<file path="config.mk">
export PLATFORM = sky130hd
export DESIGN_NAME = keyboard_scan_translate_queue
export DESIGN_NICKNAME = d
export VERILOG_FILES = /design/src/kst_pkg.sv /design/src/keyboard_scan_translate_queue.sv
export SDC_FILE = /design/constraint.sdc
export NUM_CORES = 1
export LEC_CHECK = 0
export BUFFER_PORTS_ARGS = -buffer_cell sky130_fd_sc_hd__buf_4
export CELL_PAD_IN_SITES_DETAIL_PLACEMENT = 1
export CELL_PAD_IN_SITES_GLOBAL_PLACEMENT = 1
export CORE_MARGIN = 3
export CORE_UTILIZATION = 54
export DETAILED_ROUTE_END_ITERATION = 8
export PLACE_DENSITY = 0.75
export SETUP_SLACK_MARGIN = 0.05
export SLEW_MARGIN = 20
export SYNTH_ARGS = -nofsm -noshare
export SYNTH_HDL_FRONTEND = slang
export SYNTH_SLANG_ARGS = --single-unit
</file>
<file path="constraint.sdc">
create_clock -name clk -period 7.5 [get_ports clk]
set_clock_uncertainty 0.2 [all_clocks]
set_input_delay 0.75 -clock clk [delete_from_list [all_inputs] [get_ports clk]]
set_output_delay 0.75 -clock clk [all_outputs]
set_load 0.05 [all_outputs]
</file>
<file path="src/kst_pkg.sv">
// Package for the keyboard scan translate queue: sizes, command and register codes,
// beat structs and the scan code translation tables.
// No dependencies.
package kst_pkg;

	// Sizes
	localparam int QUEUE_DEPTH = 32;
	localparam int KEY_COUNT   = 256;
	localparam int PTR_W       = (QUEUE_DEPTH > 1) ? $clog2(QUEUE_DEPTH) : 1;
	localparam int CNT_W       = $clog2(QUEUE_DEPTH + 1);
	localparam int KEY_W       = $clog2(KEY_COUNT);
	localparam int LEVEL_W     = 6;
	localparam int CODE_W      = 8;
	localparam int CFG_IDX_W   = 1;
	localparam int CFG_DATA_W  = 1;

	// Command codes
	localparam logic [1:0] CMD_SAMPLE = 2'd0;
	localparam logic [1:0] CMD_RAW    = 2'd1;
	localparam logic [1:0] CMD_POP    = 2'd2;

	// Configuration register indexes
	localparam logic [CFG_IDX_W-1:0] REG_SCAN_ENABLED    = 1'b0;
	localparam logic [CFG_IDX_W-1:0] REG_SUPPRESS_NUMPAD = 1'b1;

	// Shift adjustment ranges and numpad joystick codes
	localparam logic [CODE_W-1:0] SHIFT_UP_LO  = 8'o100;
	localparam logic [CODE_W-1:0] SHIFT_UP_HI  = 8'o137;
	localparam logic [CODE_W-1:0] SHIFT_UP_ADD = 8'o040;
	localparam logic [CODE_W-1:0] SHIFT_DN_LO  = 8'o060;
	localparam logic [CODE_W-1:0] SHIFT_DN_HI  = 8'o077;
	localparam logic [CODE_W-1:0] SHIFT_DN_SUB = 8'o020;
	localparam logic [CODE_W-1:0] NUMPAD_MASK  = 8'hf8;
	localparam logic [CODE_W-1:0] NUMPAD_CODE  = 8'o210;

	typedef struct packed {
		logic [1:0]       command;
		logic [KEY_W-1:0] key_index;
		logic             key_down;
		logic             shift_held;
		logic             ctrl_held;
		logic             latin_mode;
	} kst_req_t;

	typedef struct packed {
		logic               event_valid;
		logic [CODE_W-1:0]  event_code;
		logic               event_pressed;
		logic               event_ctrl;
		logic               enqueued;
		logic               dropped_full;
		logic [LEVEL_W-1:0] queue_level;
	} kst_rsp_t;

	// One queue entry
	typedef struct packed {
		logic              ctrl;
		logic              pressed;
		logic [CODE_W-1:0] code;
	} kst_entry_t;

	// Translate a host scan code; latin selects the Latin table, else Cyrillic
	function automatic logic [CODE_W-1:0] kst_xlat(input logic [KEY_W-1:0] key,
			input logic latin);
		logic [CODE_W-1:0] code;
		code = '0;
		case (key)
			8'h08: code = 8'o030;
			8'h09: code = 8'o015;
			8'h0d: code = 8'o012;
			8'h20: code = 8'o040;
			8'h23: code = 8'o016;
			8'h24: code = 8'o017;
			8'h25: code = 8'o010;
			8'h26: code = 8'o032;
			8'h27: code = 8'o031;
			8'h28: code = 8'o033;
			8'h2d: code = 8'o023;
			8'h30: code = 8'o060;
			8'h31: code = 8'o061;
			8'h32: code = 8'o062;
			8'h33: code = 8'o063;
			8'h34: code = 8'o064;
			8'h35: code = 8'o065;
			8'h36: code = 8'o066;
			8'h37: code = 8'o067;
			8'h38: code = 8'o070;
			8'h39: code = 8'o071;
			8'h41: code = latin ? 8'o101 : 8'o106;
			8'h42: code = latin ? 8'o102 : 8'o111;
			8'h43: code = latin ? 8'o103 : 8'o123;
			8'h44: code = latin ? 8'o104 : 8'o127;
			8'h45: code = latin ? 8'o105 : 8'o125;
			8'h46: code = latin ? 8'o106 : 8'o101;
			8'h47: code = latin ? 8'o107 : 8'o120;
			8'h48: code = latin ? 8'o110 : 8'o122;
			8'h49: code = latin ? 8'o111 : 8'o133;
			8'h4a: code = latin ? 8'o112 : 8'o117;
			8'h4b: code = latin ? 8'o113 : 8'o114;
			8'h4c: code = latin ? 8'o114 : 8'o104;
			8'h4d: code = latin ? 8'o115 : 8'o120;
			8'h4e: code = latin ? 8'o116 : 8'o124;
			8'h4f: code = latin ? 8'o117 : 8'o135;
			8'h50: code = latin ? 8'o120 : 8'o132;
			8'h51: code = latin ? 8'o121 : 8'o112;
			8'h52: code = latin ? 8'o122 : 8'o113;
			8'h53: code = latin ? 8'o123 : 8'o131;
			8'h54: code = latin ? 8'o124 : 8'o105;
			8'h55: code = latin ? 8'o125 : 8'o107;
			8'h56: code = latin ? 8'o126 : 8'o115;
			8'h57: code = latin ? 8'o127 : 8'o103;
			8'h58: code = latin ? 8'o130 : 8'o136;
			8'h59: code = latin ? 8'o131 : 8'o116;
			8'h5a: code = latin ? 8'o132 : 8'o121;
			8'h61: code = 8'o211;
			8'h62: code = 8'o215;
			8'h63: code = 8'o213;
			8'h64: code = 8'o216;
			8'h66: code = 8'o214;
			8'h67: code = 8'o210;
			8'h68: code = 8'o217;
			8'h69: code = 8'o212;
			8'hba: code = latin ? 8'o052 : 8'o126;
			8'hbc: code = latin ? 8'o074 : 8'o102;
			8'hbd: code = 8'o055;
			8'hbe: code = latin ? 8'o076 : 8'o100;
			8'hdb: code = latin ? 8'o133 : 8'o110;
			8'hdd: code = latin ? 8'o135 : 8'o137;
			8'hde: code = 8'o134;
			default: code = '0;
		endcase
		return code;
	endfunction

	// Apply the shift case change to a translated code
	function automatic logic [CODE_W-1:0] kst_shift_adj(input logic [CODE_W-1:0] code,
			input logic shift);
		logic [CODE_W-1:0] res;
		res = code;
		if (shift && code >= SHIFT_UP_LO && code <= SHIFT_UP_HI) begin
			res = code + SHIFT_UP_ADD;
		end else if (shift && code >= SHIFT_DN_LO && code <= SHIFT_DN_HI) begin
			res = code - SHIFT_DN_SUB;
		end
		return res;
	endfunction

endpackage

</file>
<file path="src/keyboard_scan_translate_queue.sv">
// Keyboard scan translate queue: per-key change detect, table translation, event FIFO.
// Depends on kst_pkg.
//
//   channel   handshake            payload                    direction
//   request   start / busy         request (kst_req_t)        in
//   result    done (strobe)        result  (kst_rsp_t)        out
//   config    cfg_we               cfg_index, cfg_wdata       in
//
// One item per cycle while busy is low. Each accepted item passes the input register,
// which also takes the stored key down bit, then translation and FIFO access, then
// the result register. The key state and FIFO update in the cycle the item is worked,
// so the next item sees them; a key bit written by the previous item is forwarded.
// After reset busy is high while the key down bits are cleared one per cycle, then
// stays low. Reset clears the pointers, the fill count, the valid and done flags and
// the configuration registers; FIFO entries are not cleared. The receiver cannot stall.
module keyboard_scan_translate_queue
	import kst_pkg::*;
(
	input  logic                  clk,
	input  logic                  arst_n,
	input  logic                  start,
	output logic                  busy,
	input  kst_req_t              request,
	output logic                  done,
	output kst_rsp_t              result,
	input  logic                  cfg_we,
	input  logic [CFG_IDX_W-1:0]  cfg_index,
	input  logic [CFG_DATA_W-1:0] cfg_wdata
);

	logic                  valid_s1;
	kst_req_t              req_s1;
	logic                  down_rd_s1;
	logic                  scan_en_q;
	logic                  suppress_q;
	logic                  down_q [KEY_COUNT];
	logic                  clr_busy_q;
	logic [KEY_W-1:0]      clr_idx_q;
	kst_entry_t            fifo_q [QUEUE_DEPTH];
	logic [PTR_W-1:0]      wr_ptr_q;
	logic [PTR_W-1:0]      rd_ptr_q;
	logic [CNT_W-1:0]      fill_q;
	logic                  done_q;
	kst_rsp_t              result_q;

	logic                  down_we;
	logic                  push_req;
	logic                  do_push;
	logic                  do_pop;
	logic                  full;
	kst_entry_t            push_entry;
	kst_entry_t            rd_entry;
	logic [CODE_W-1:0]     xl_code;
	logic [CODE_W-1:0]     adj_code;
	logic [CNT_W-1:0]      fill_next;
	kst_rsp_t              rsp_d;

	assign busy = clr_busy_q;

	// Clear the key down bits after reset, one per cycle
	always_ff @(posedge clk or negedge arst_n) begin
		if (!arst_n) begin
			clr_busy_q <= 1'b1;
			clr_idx_q  <= '0;
		end else if (clr_busy_q) begin
			clr_idx_q <= clr_idx_q + 1'b1;
			if (clr_idx_q == KEY_W'(KEY_COUNT - 1)) begin
				clr_busy_q <= 1'b0;
			end
		end
	end

	// Capture the input beat
	always_ff @(posedge clk or negedge arst_n) begin
		if (!arst_n) begin
			valid_s1 <= 1'b0;
		end else begin
			valid_s1 <= start && !busy;
		end
	end

	always_ff @(posedge clk) begin
		if (start && !busy) begin
			req_s1 <= request;
		end
	end

	// Read the stored key bit with the beat; forward a write to the same key
	always_ff @(posedge clk) begin
		if (start && !busy) begin
			if (down_we && req_s1.key_index == request.key_index) begin
				down_rd_s1 <= req_s1.key_down;
			end else begin
				down_rd_s1 <= down_q[request.key_index];
			end
		end
	end

	// Configuration registers
	always_ff @(posedge clk or negedge arst_n) begin
		if (!arst_n) begin
			scan_en_q  <= 1'b0;
			suppress_q <= 1'b0;
		end else if (cfg_we) begin
			case (cfg_index)
				REG_SCAN_ENABLED:    scan_en_q  <= cfg_wdata[0];
				REG_SUPPRESS_NUMPAD: suppress_q <= cfg_wdata[0];
				default: ;
			endcase
		end
	end

	// Translate and decide the queue operation
	assign xl_code  = kst_xlat(req_s1.key_index, req_s1.latin_mode);
	assign adj_code = kst_shift_adj(xl_code, req_s1.shift_held);
	assign full     = (fill_q == CNT_W'(QUEUE_DEPTH));
	assign rd_entry = fifo_q[rd_ptr_q];

	always_comb begin
		down_we    = 1'b0;
		push_req   = 1'b0;
		do_pop     = 1'b0;
		push_entry = '0;
		rsp_d      = '0;
		if (valid_s1) begin
			case (req_s1.command)
				CMD_SAMPLE: begin
					if (scan_en_q) begin
						down_we = 1'b1;
						if (down_rd_s1 != req_s1.key_down && xl_code != '0) begin
							push_req           = 1'b1;
							push_entry.code    = adj_code;
							push_entry.pressed = req_s1.key_down;
							push_entry.ctrl    = req_s1.ctrl_held;
						end
					end
				end
				CMD_RAW: begin
					push_req           = 1'b1;
					push_entry.code    = req_s1.key_index;
					push_entry.pressed = req_s1.key_down;
					push_entry.ctrl    = 1'b0;
				end
				CMD_POP: begin
					if (fill_q != '0) begin
						do_pop = 1'b1;
						if (!(suppress_q && (rd_entry.code & NUMPAD_MASK) == NUMPAD_CODE)) begin
							rsp_d.event_valid   = 1'b1;
							rsp_d.event_code    = rd_entry.code;
							rsp_d.event_pressed = rd_entry.pressed;
							rsp_d.event_ctrl    = rd_entry.ctrl;
						end
					end
				end
				default: ;
			endcase
		end
		do_push            = push_req && !full;
		rsp_d.enqueued     = do_push;
		rsp_d.dropped_full = push_req && full;
		if (do_push) begin
			fill_next = fill_q + 1'b1;
		end else if (do_pop) begin
			fill_next = fill_q - 1'b1;
		end else begin
			fill_next = fill_q;
		end
		rsp_d.queue_level = LEVEL_W'(fill_next);
	end

	// Key down bits
	always_ff @(posedge clk) begin
		if (clr_busy_q) begin
			down_q[clr_idx_q] <= 1'b0;
		end else if (down_we) begin
			down_q[req_s1.key_index] <= req_s1.key_down;
		end
	end

	// Event storage
	always_ff @(posedge clk) begin
		if (do_push) begin
			fifo_q[wr_ptr_q] <= push_entry;
		end
	end

	// Advance pointers and count
	always_ff @(posedge clk or negedge arst_n) begin
		if (!arst_n) begin
			wr_ptr_q <= '0;
			rd_ptr_q <= '0;
			fill_q   <= '0;
		end else begin
			if (do_push) begin
				wr_ptr_q <= (wr_ptr_q == PTR_W'(QUEUE_DEPTH - 1)) ? '0 : wr_ptr_q + 1'b1;
			end
			if (do_pop) begin
				rd_ptr_q <= (rd_ptr_q == PTR_W'(QUEUE_DEPTH - 1)) ? '0 : rd_ptr_q + 1'b1;
			end
			fill_q <= fill_next;
		end
	end

	// Result register
	always_ff @(posedge clk or negedge arst_n) begin
		if (!arst_n) begin
			done_q <= 1'b0;
		end else begin
			done_q <= valid_s1;
		end
	end

	always_ff @(posedge clk) begin
		if (valid_s1) begin
			result_q <= rsp_d;
		end
	end

	assign done   = done_q;
	assign result = result_q;

endmodule

</file>
==> results of run 1 <==
[Yosys cell counts, drive strengths merged (7+ instances only)]
library cell,number
nand2,71
xnor2,12
nor3,23
nor2b,19
edfxtp,610
nand4,11
o32ai,7
ha,16
and2,15
buf,52
nand2b,15
nor2,337
nor4,12
a21oi,22
mux4,180
mux2i,17
clkbuf,67
nand3,22
xor2,15
nand3b,8
o21ai,21
mux2,8
a31oi,8
dfrtp,28
inv,18
[cell usage in the layout, fill, tap and decap left out, types with 10 or more instances in the layout]
cell type / netlist / routed
o21ai_0: 21 / 21
dfrtp_1: 28 / 26
nand2_1: 70 / 70
nor2_1: 336 / 331
xnor2_1: 12 / 12
nor3_1: 22 / 22
mux2i_1: 17 / 17
clkinv_1: 1 / 14
inv_1: 18 / 18
nor4_1: 12 / 12
nand2b_1: 15 / 15
nand4_1: 10 / 10
mux4_2: 180 / 180
ha_1: 16 / 16
clkbuf_16: 0 / 69
nor2b_1: 19 / 18
and2_1: 15 / 14
nand3_1: 21 / 21
clkbuf_1: 67 / 19
buf_4: 7 / 64
edfxtp_1: 610 / 610
xor2_1: 15 / 15
a21oi_1: 22 / 19
[how the worst min path moves through the flow]
stage | from | end | cells past startpoint
after floorplan | arst_n | clr_idx_q[0]$_DFFE_PN0P_ | 0
after global placement | clr_idx_q[6]$_DFFE_PN0P_ | clr_idx_q[6]$_DFFE_PN0P_ | 1
after detailed placement | clr_idx_q[5]$_DFFE_PN0P_ | clr_idx_q[5]$_DFFE_PN0P_ | 1
after CTS | request[0] | req_s1[0]$_DFFE_PP_ | 1
after global routing | request[0] | req_s1[0]$_DFFE_PP_ | 1
final | request[0] | req_s1[0]$_DFFE_PP_ | 1
[cells by family after synthesis]
family | Yosys count
DFF | 639
buffers and inverters | 138
xor gates and xnor gates | 27
and+or+nand+nor | 578
muxes | 205
adders and majority gates | 16
AOI/OAI and AO/OA | 125
[layer usage]
layer	wire, um	track usage [%]	vias up
met1	29400	37.7	8448
met2	38200	47.4	701
met3	4880	5.62	168
li1	-	-	6772
met4	2670	9.98	0
met5	0	0	-
[area by class of cell]
cell class / instances / share of cell area [%]
diodes: 2 / 0.0161
clock buffers: 90 / 5.87
clock inverters: 31 / 1.05
inverters: 19 / 0.229
multi-input cells: 951 / 27.1
flip-flops and latches: 639 / 61.3
well taps: 672 / 2.71
repair buffers: 67 / 1.73
[flip-flops by register name (all words and copies together) (netlist names)]
signal and flops:
req_s1 14, done 1, suppress_q 1, down_rd_s1 1, fifo_q 320, down_q 256
busy 1, fill_q 6, result 19, clr_idx_q 8, rd_ptr_q 5, scan_en_q 1
valid_s1 1, wr_ptr_q 5
[power by group]
part | internal [mW] | switching, mW | leakage [nW] | total [mW]
clock | 1.92 | 1.37 | 1.04 | 3.29
combinational | 0.646 | 0.773 | 2.75 | 1.42
sequential | 3.99 | 0.200 | 6.34 | 4.19
total | 6.56 | 2.34 | 10.1 | 8.90
==> results.sh, run 1 <==
export IMPL_critPathKind="reg -> reg"
export IMPL_fin_nets=1781
export IMPL_pwr_density_cell_nw_per_um2=286
export IMPL_grt_pass1_wl_um=113000
export IMPL_cts_buffer_depth=3
export IMPL_crit_path_end="fifo_q[21][0]$_DFFE_PP_"
export IMPL_synth_distinct_cells=82
export IMPL_min_path_type="in -> reg"
export IMPL_async_reset_ff_share_pct=4.54
export IMPL_synth_top_family_by_area="multiplexers"
export IMPL_hold_viol_final=0
export IMPL_vias=16089
export IMPL_cp_buffers_inverters=2
export IMPL_synth_seq_area_share_pct=68.0
export IMPL_die_w_um=234
export IMPL_crit_required_ps=7510
export IMPL_fin_crit_ps=5850
export IMPL_cts_tree="yes"
export IMPL_grt_max_degree=123
export IMPL_synth_fa_ha_area_share_pct=0.715
export IMPL_cts_resized=0
export IMPL_yosys_area_share_simple_pct=9.60
export IMPL_syn_nets=1764
export IMPL_crit_start="req_s1[9]$_DFFE_PP_"
export IMPL_synthToLayoutAreaGrowth_pct=11.0
export IMPL_drive_gt1_share_pct=21.1
export IMPL_dp_cells=2345
export IMPL_seqCellArea_um2=19100
export IMPL_tns_ps=0
export IMPL_cp_max_fo=21
export IMPL_clk_pin_slew_worst_paths_ps=60
export IMPL_fin_crit_sh_pct=78.0
export IMPL_postRouteAntennaNets=0
export IMPL_cp_slowest_stage_delay_ps=960
export IMPL_dpl_cell_area_um2=28900
export IMPL_p_leak_nw=10.1
export IMPL_vdd_ir_drop_max_mv=0.196
export IMPL_synth_area_um2=28000
export IMPL_r2r_worst_path_cells=13
export IMPL_antenna_found_initial=2
export IMPL_postCtsHoldBufs=1
export IMPL_synth_seq_cells=639
export IMPL_grt_overflow=0
export IMPL_slew_violations=0
export IMPL_worst_slew_pin_slew_ps=1150
export IMPL_firstDrtPassIters=5
export IMPL_ys_warn_count=0
export IMPL_cts_htree_levels=3
export IMPL_fmax_ghz=0.171
export IMPL_slew_headroom_pct=23.2
export IMPL_routed_wirelength_um=75200
export IMPL_syn_area_per_cell_um2=16.2
export IMPL_crit_cells=13
export IMPL_rr_endpoint="fifo_q[21][0]$_DFFE_PP_"
export IMPL_pre_cts_slack_ps=1720
export IMPL_drt_wirelength_per_cell_um=30.4
export IMPL_timing_hold_ws_ps=130
export IMPL_ys_flop_type="edfxtp_1"
export IMPL_numCtsBuffers=67
export IMPL_synth_compound_area_share_pct=3.22
export IMPL_crit_path_start_kind="register"
export IMPL_coreArea_um2=50700
export IMPL_clock_sinks=639
export IMPL_fp_row_count=82
export IMPL_layout_cells_non_filler=2471
export IMPL_clk_latency_ps=620
export IMPL_final_area_um2=31100
export IMPL_dieArea_um2=54600
export IMPL_final_util_pct=61.3
export IMPL_cap_violations=0
export IMPL_status="finished clean"
export IMPL_cp_top_family="simple AND/OR/NAND/NOR gates"
export IMPL_via_per_inst=6.51
export IMPL_yosysTopAreaCell="edfxtp_1"
export IMPL_gp_congestion=0.906
export IMPL_pin_count=41
export IMPL_drt_initial_drc_count=1737
export IMPL_cp_cell_sequence="buf_4 > nor4b_2 > a32oi_1 > o2111a_1 > nand4_1 > inv_1 > ha_1 > nand2_1 > nor4_1 > nand4b_1 > a31o_1 > nand3_1 > nor2_1"
export IMPL_cts_setup_buffers=0
export IMPL_r2r_start="req_s1[9]$_DFFE_PP_"
export IMPL_power_mw=8.90
export IMPL_hpwl_um=46200
export IMPL_r2r_setup_slack_ps=1650
export IMPL_synthMuxAreaShare_pct=15.4
export IMPL_portBuffers=40
export IMPL_synth_edf_count=610
export IMPL_worst_slack_ps=1650
export IMPL_rsz0062_at_grt="false"
export IMPL_critPathSlowestCell="nor2_1"
export IMPL_cp_end_kind="register"
export IMPL_grt_usage_pct=28.4
export IMPL_grt_pass1_vias=16824
export IMPL_die_y_um=234
export IMPL_setup_viol=0
export IMPL_synth_xor_area_share_pct=0.845
export IMPL_drc_errors=0
export IMPL_start_util_pct=55.2
export IMPL_arrival_ps=5860
export IMPL_synth_top_area_share_pct=65.4
export IMPL_netlist_instances=1728
export IMPL_multi_input_comb_area_um2=8420
export IMPL_root_buffer="clkbuf_16"
export IMPL_synthTopCellsByArea="edfxtp_1 65%, mux4_2 14%, nor2_1 4.5%"
export IMPL_nFillCells=4506
Note: power is estimated with default switching activity, not from simulation.
==> run 2: changes to the inputs <==
- ABC_AREA: unset -> 1
- CORE_UTILIZATION: 54 -> 46
- PLACE_DENSITY: 0.75 -> 0.72
- clock period: 7.5 -> 4.9 ns (I/O delays scaled with it)
==> results.sh, run 2 <==
export IMPL_pwr_density_cell_nw_per_um2=446
export IMPL_slew_violations=0
export IMPL_ys_flop_type="edfxtp_1"
export IMPL_cap_violations=0
export IMPL_gp_congestion=0.864
export IMPL_start_util_pct=47.0
export IMPL_grt_usage_pct=27.6
export IMPL_routed_wirelength_um=91100
export IMPL_coreArea_um2=61000
export IMPL_synth_seq_area_share_pct=66.4
export IMPL_crit_path_start_kind="register"
export IMPL_worst_slew_pin_slew_ps=1090
export IMPL_dieArea_um2=65300
export IMPL_via_per_inst=5.86
export IMPL_grt_pass1_vias=22283
export IMPL_critPathSlowestCell="edfxtp_1"
export IMPL_cts_buffer_depth=3
export IMPL_synth_area_um2=28700
export IMPL_vias=21514
export IMPL_rsz0062_at_grt="false"
export IMPL_clk_pin_slew_worst_paths_ps=60
export IMPL_cp_end_kind="register"
export IMPL_numCtsBuffers=70
export IMPL_cts_htree_levels=3
export IMPL_min_path_type="in -> reg"
export IMPL_clk_latency_ps=620
export IMPL_largest_register_ffs=320
export IMPL_critPathKind="reg -> reg"
export IMPL_cpMostUsedCell="nor2_1"
export IMPL_mostFrequentLayoutCells="703 x nor2_1, 610 x edfxtp_1, 347 x nand2_1"
export IMPL_drc_errors=0
export IMPL_syn_nets=2776
export IMPL_synth_distinct_cells=36
export IMPL_fmax_ghz=0.225
export IMPL_fp_row_count=90
export IMPL_portBuffers=40
export IMPL_setup_viol=0
export IMPL_root_buffer="clkbuf_16"
export IMPL_cp_buffers_inverters=5
export IMPL_drt_wirelength_per_cell_um=24.8
export IMPL_crit_required_ps=4990
export IMPL_yosysMostFrequentCell="nor2_1"
export IMPL_dp_cells=3529
export IMPL_synthToLayoutAreaGrowth_pct=12.9
export IMPL_slew_headroom_pct=26.8
export IMPL_tns_ps=0
export IMPL_die_w_um=256
export IMPL_grt_pass1_wl_um=138000
export IMPL_hold_viol_final=0
export IMPL_grt_max_degree=163
export IMPL_p_leak_nw=11.7
export IMPL_drt_initial_drc_count=1970
export IMPL_nFillCells=6596
export IMPL_drive_gt1_share_pct=9.71
export IMPL_status="finished clean"
export IMPL_cp_max_fo=16
export IMPL_antennaDiodeCount=0
export IMPL_ys_warn_count=0
export IMPL_postRouteAntennaNets=0
export IMPL_yosysTopAreaCell="edfxtp_1"
export IMPL_grt_overflow=0
export IMPL_firstDrtPassIters=7
export IMPL_fin_crit_ps=4450
export IMPL_synth_top_area_share_pct=63.9
export IMPL_fin_nets=2824
export IMPL_vdd_ir_drop_max_mv=0.345
export IMPL_cts_tree="yes"
export IMPL_cp_top_family="simple AND/OR/NAND/NOR gates"
export IMPL_clock_sinks=639
export IMPL_synthTopCellsByArea="edfxtp_1 64%, nor2_1 9.3%, o21ai_0 5.7%"
export IMPL_pin_count=41
export IMPL_die_y_um=256
export IMPL_syn_area_per_cell_um2=10.5
export IMPL_layout_cells_non_filler=3669
export IMPL_largest_register="fifo_q"
export IMPL_arrival_ps=4540
export IMPL_async_reset_ff_share_pct=4.54
export IMPL_synth_common_cells="708 x nor2_1, 610 x edfxtp_1, 347 x nand2_1, 326 x o21ai_0, 158 x nand3_1"
export IMPL_netlist_instances=2740
export IMPL_synth_edf_count=610
export IMPL_antenna_found_initial=1
export IMPL_synth_seq_cells=639
export IMPL_final_common_cell="nor2_1"
export IMPL_cp_slowest_stage_delay_ps=500
export IMPL_cp_cell_sequence="inv_2 > nand2_1 > nor2_1 > inv_1 > a21oi_1 > nor2_1 > nand3_1 > nor2_1 > nand2_1 > inv_1 > ha_1 > inv_1 > nor2_1 > nand3_1 > nand2_2 > nand2_4 > nand3_2 > nor2_1 > buf_4"
export IMPL_hpwl_um=57100
export IMPL_fin_crit_sh_pct=90.8
## run 2: logic make-up after synthesis
family	count (synthesis)	share of synthesized area, %
simple gates	1269	17.8
flops	639	66.4
compound gates	512	10.3
buf+inv	281	4.06
xor+xnor	23	0.703
fa+ha+maj	16	0.698
## run 2: metrics by stage
| step | worst slack [ps] | util, % | hold WS [ps] | cell area (um^2) | total power [mW] |
|---|---|---|---|---|---|
| floorplan | 644 | - | -5.59 | 28700 | 8.32 |
| detailed placement | 433 | 49.2 | 271 | 30000 | 9.47 |
| finish | 449 | 53.0 | 43.3 | 32400 | 14.4 |
| CTS | 403 | 53.0 | 7.33 | 32400 | 14.5 |
| global placement | 503 | 49.2 | 255 | 30000 | 9.40 |
| global route | 193 | 53.0 | 35.5 | 32400 | 15.0 |
## run 2: final timing paths
path	from	endpoint	slack (ps)	cells past startpoint
worst max-delay path	req_s1[11]$_DFFE_PP_	fifo_q[30][9]$_DFFE_PP_	450	19
worst min-delay path	request[8]	req_s1[8]$_DFFE_PP_	40	1
worst max register to register	req_s1[11]$_DFFE_PP_	fifo_q[30][9]$_DFFE_PP_	450	19
worst min register to register	clr_idx_q[7]$_DFFE_PN0P_	busy$_DFF_PN1_	290	1
max in group asynchronous	arst_n	rd_ptr_q[0]$_DFFE_PN0P_	3900	2
min in group asynchronous	arst_n	clr_idx_q[1]$_DFFE_PN0P_	200	2
## run 2: worst reg2reg max path, stage by stage (launching register included)
cell      delay, ps
edfxtp_1        500
inv_2           130
nand2_1          80
nor2_1          460
inv_1           130
a21oi_1         300
nor2_1          110
nand3_1         110
nor2_1           50
nand2_1         210
inv_1           130
ha_1            200
inv_1            60
nor2_1           40
nand3_1         100
nand2_2         110
nand2_4         250
nand3_2         500
nor2_1          240
buf_4           230
## run 2: per-layer routing
metal / part of all wire, % / wire length [um] / global-route usage, % / vias up
li1: - / - / - / 9711
met1: 41 / 37700 / 36.2 / 10909
met2: 49 / 44900 / 47.3 / 711
met3: 5.8 / 5290 / 3.58 / 183
met4: 3.6 / 3250 / 9.84 / 0
met5: 0 / 0 / 0 / -
## run 2: cell type report
type	instances	area [um^2]	share of cell area, %
inverters	107	405	1.25
clock buffers	97	1980	6.11
clock inverters	28	193	0.595
repair buffers	149	1190	3.68
multi-input cells	1821	8510	26.3
flip-flops and latches	639	19000	58.9
well taps	828	1040	3.20
## run 2: repair_timing
item                                    CTS  global route
resized for setup                         0             0
setup buffers                             0             0
hold endpoints to repair                 40             0
hold buffers                             14             0
endpoints found under the setup margin    0            26
## run 2: report_power, final
part / switching [mW] / leakage [nW] / total, mW / internal, mW
clock: 2.14 / 1.08 / 5.02 / 2.88
sequential: 0.106 / 6.39 / 6.21 / 6.11
combinational: 2.35 / 4.27 / 3.21 / 0.864
total: 4.59 / 11.7 / 14.4 / 9.86
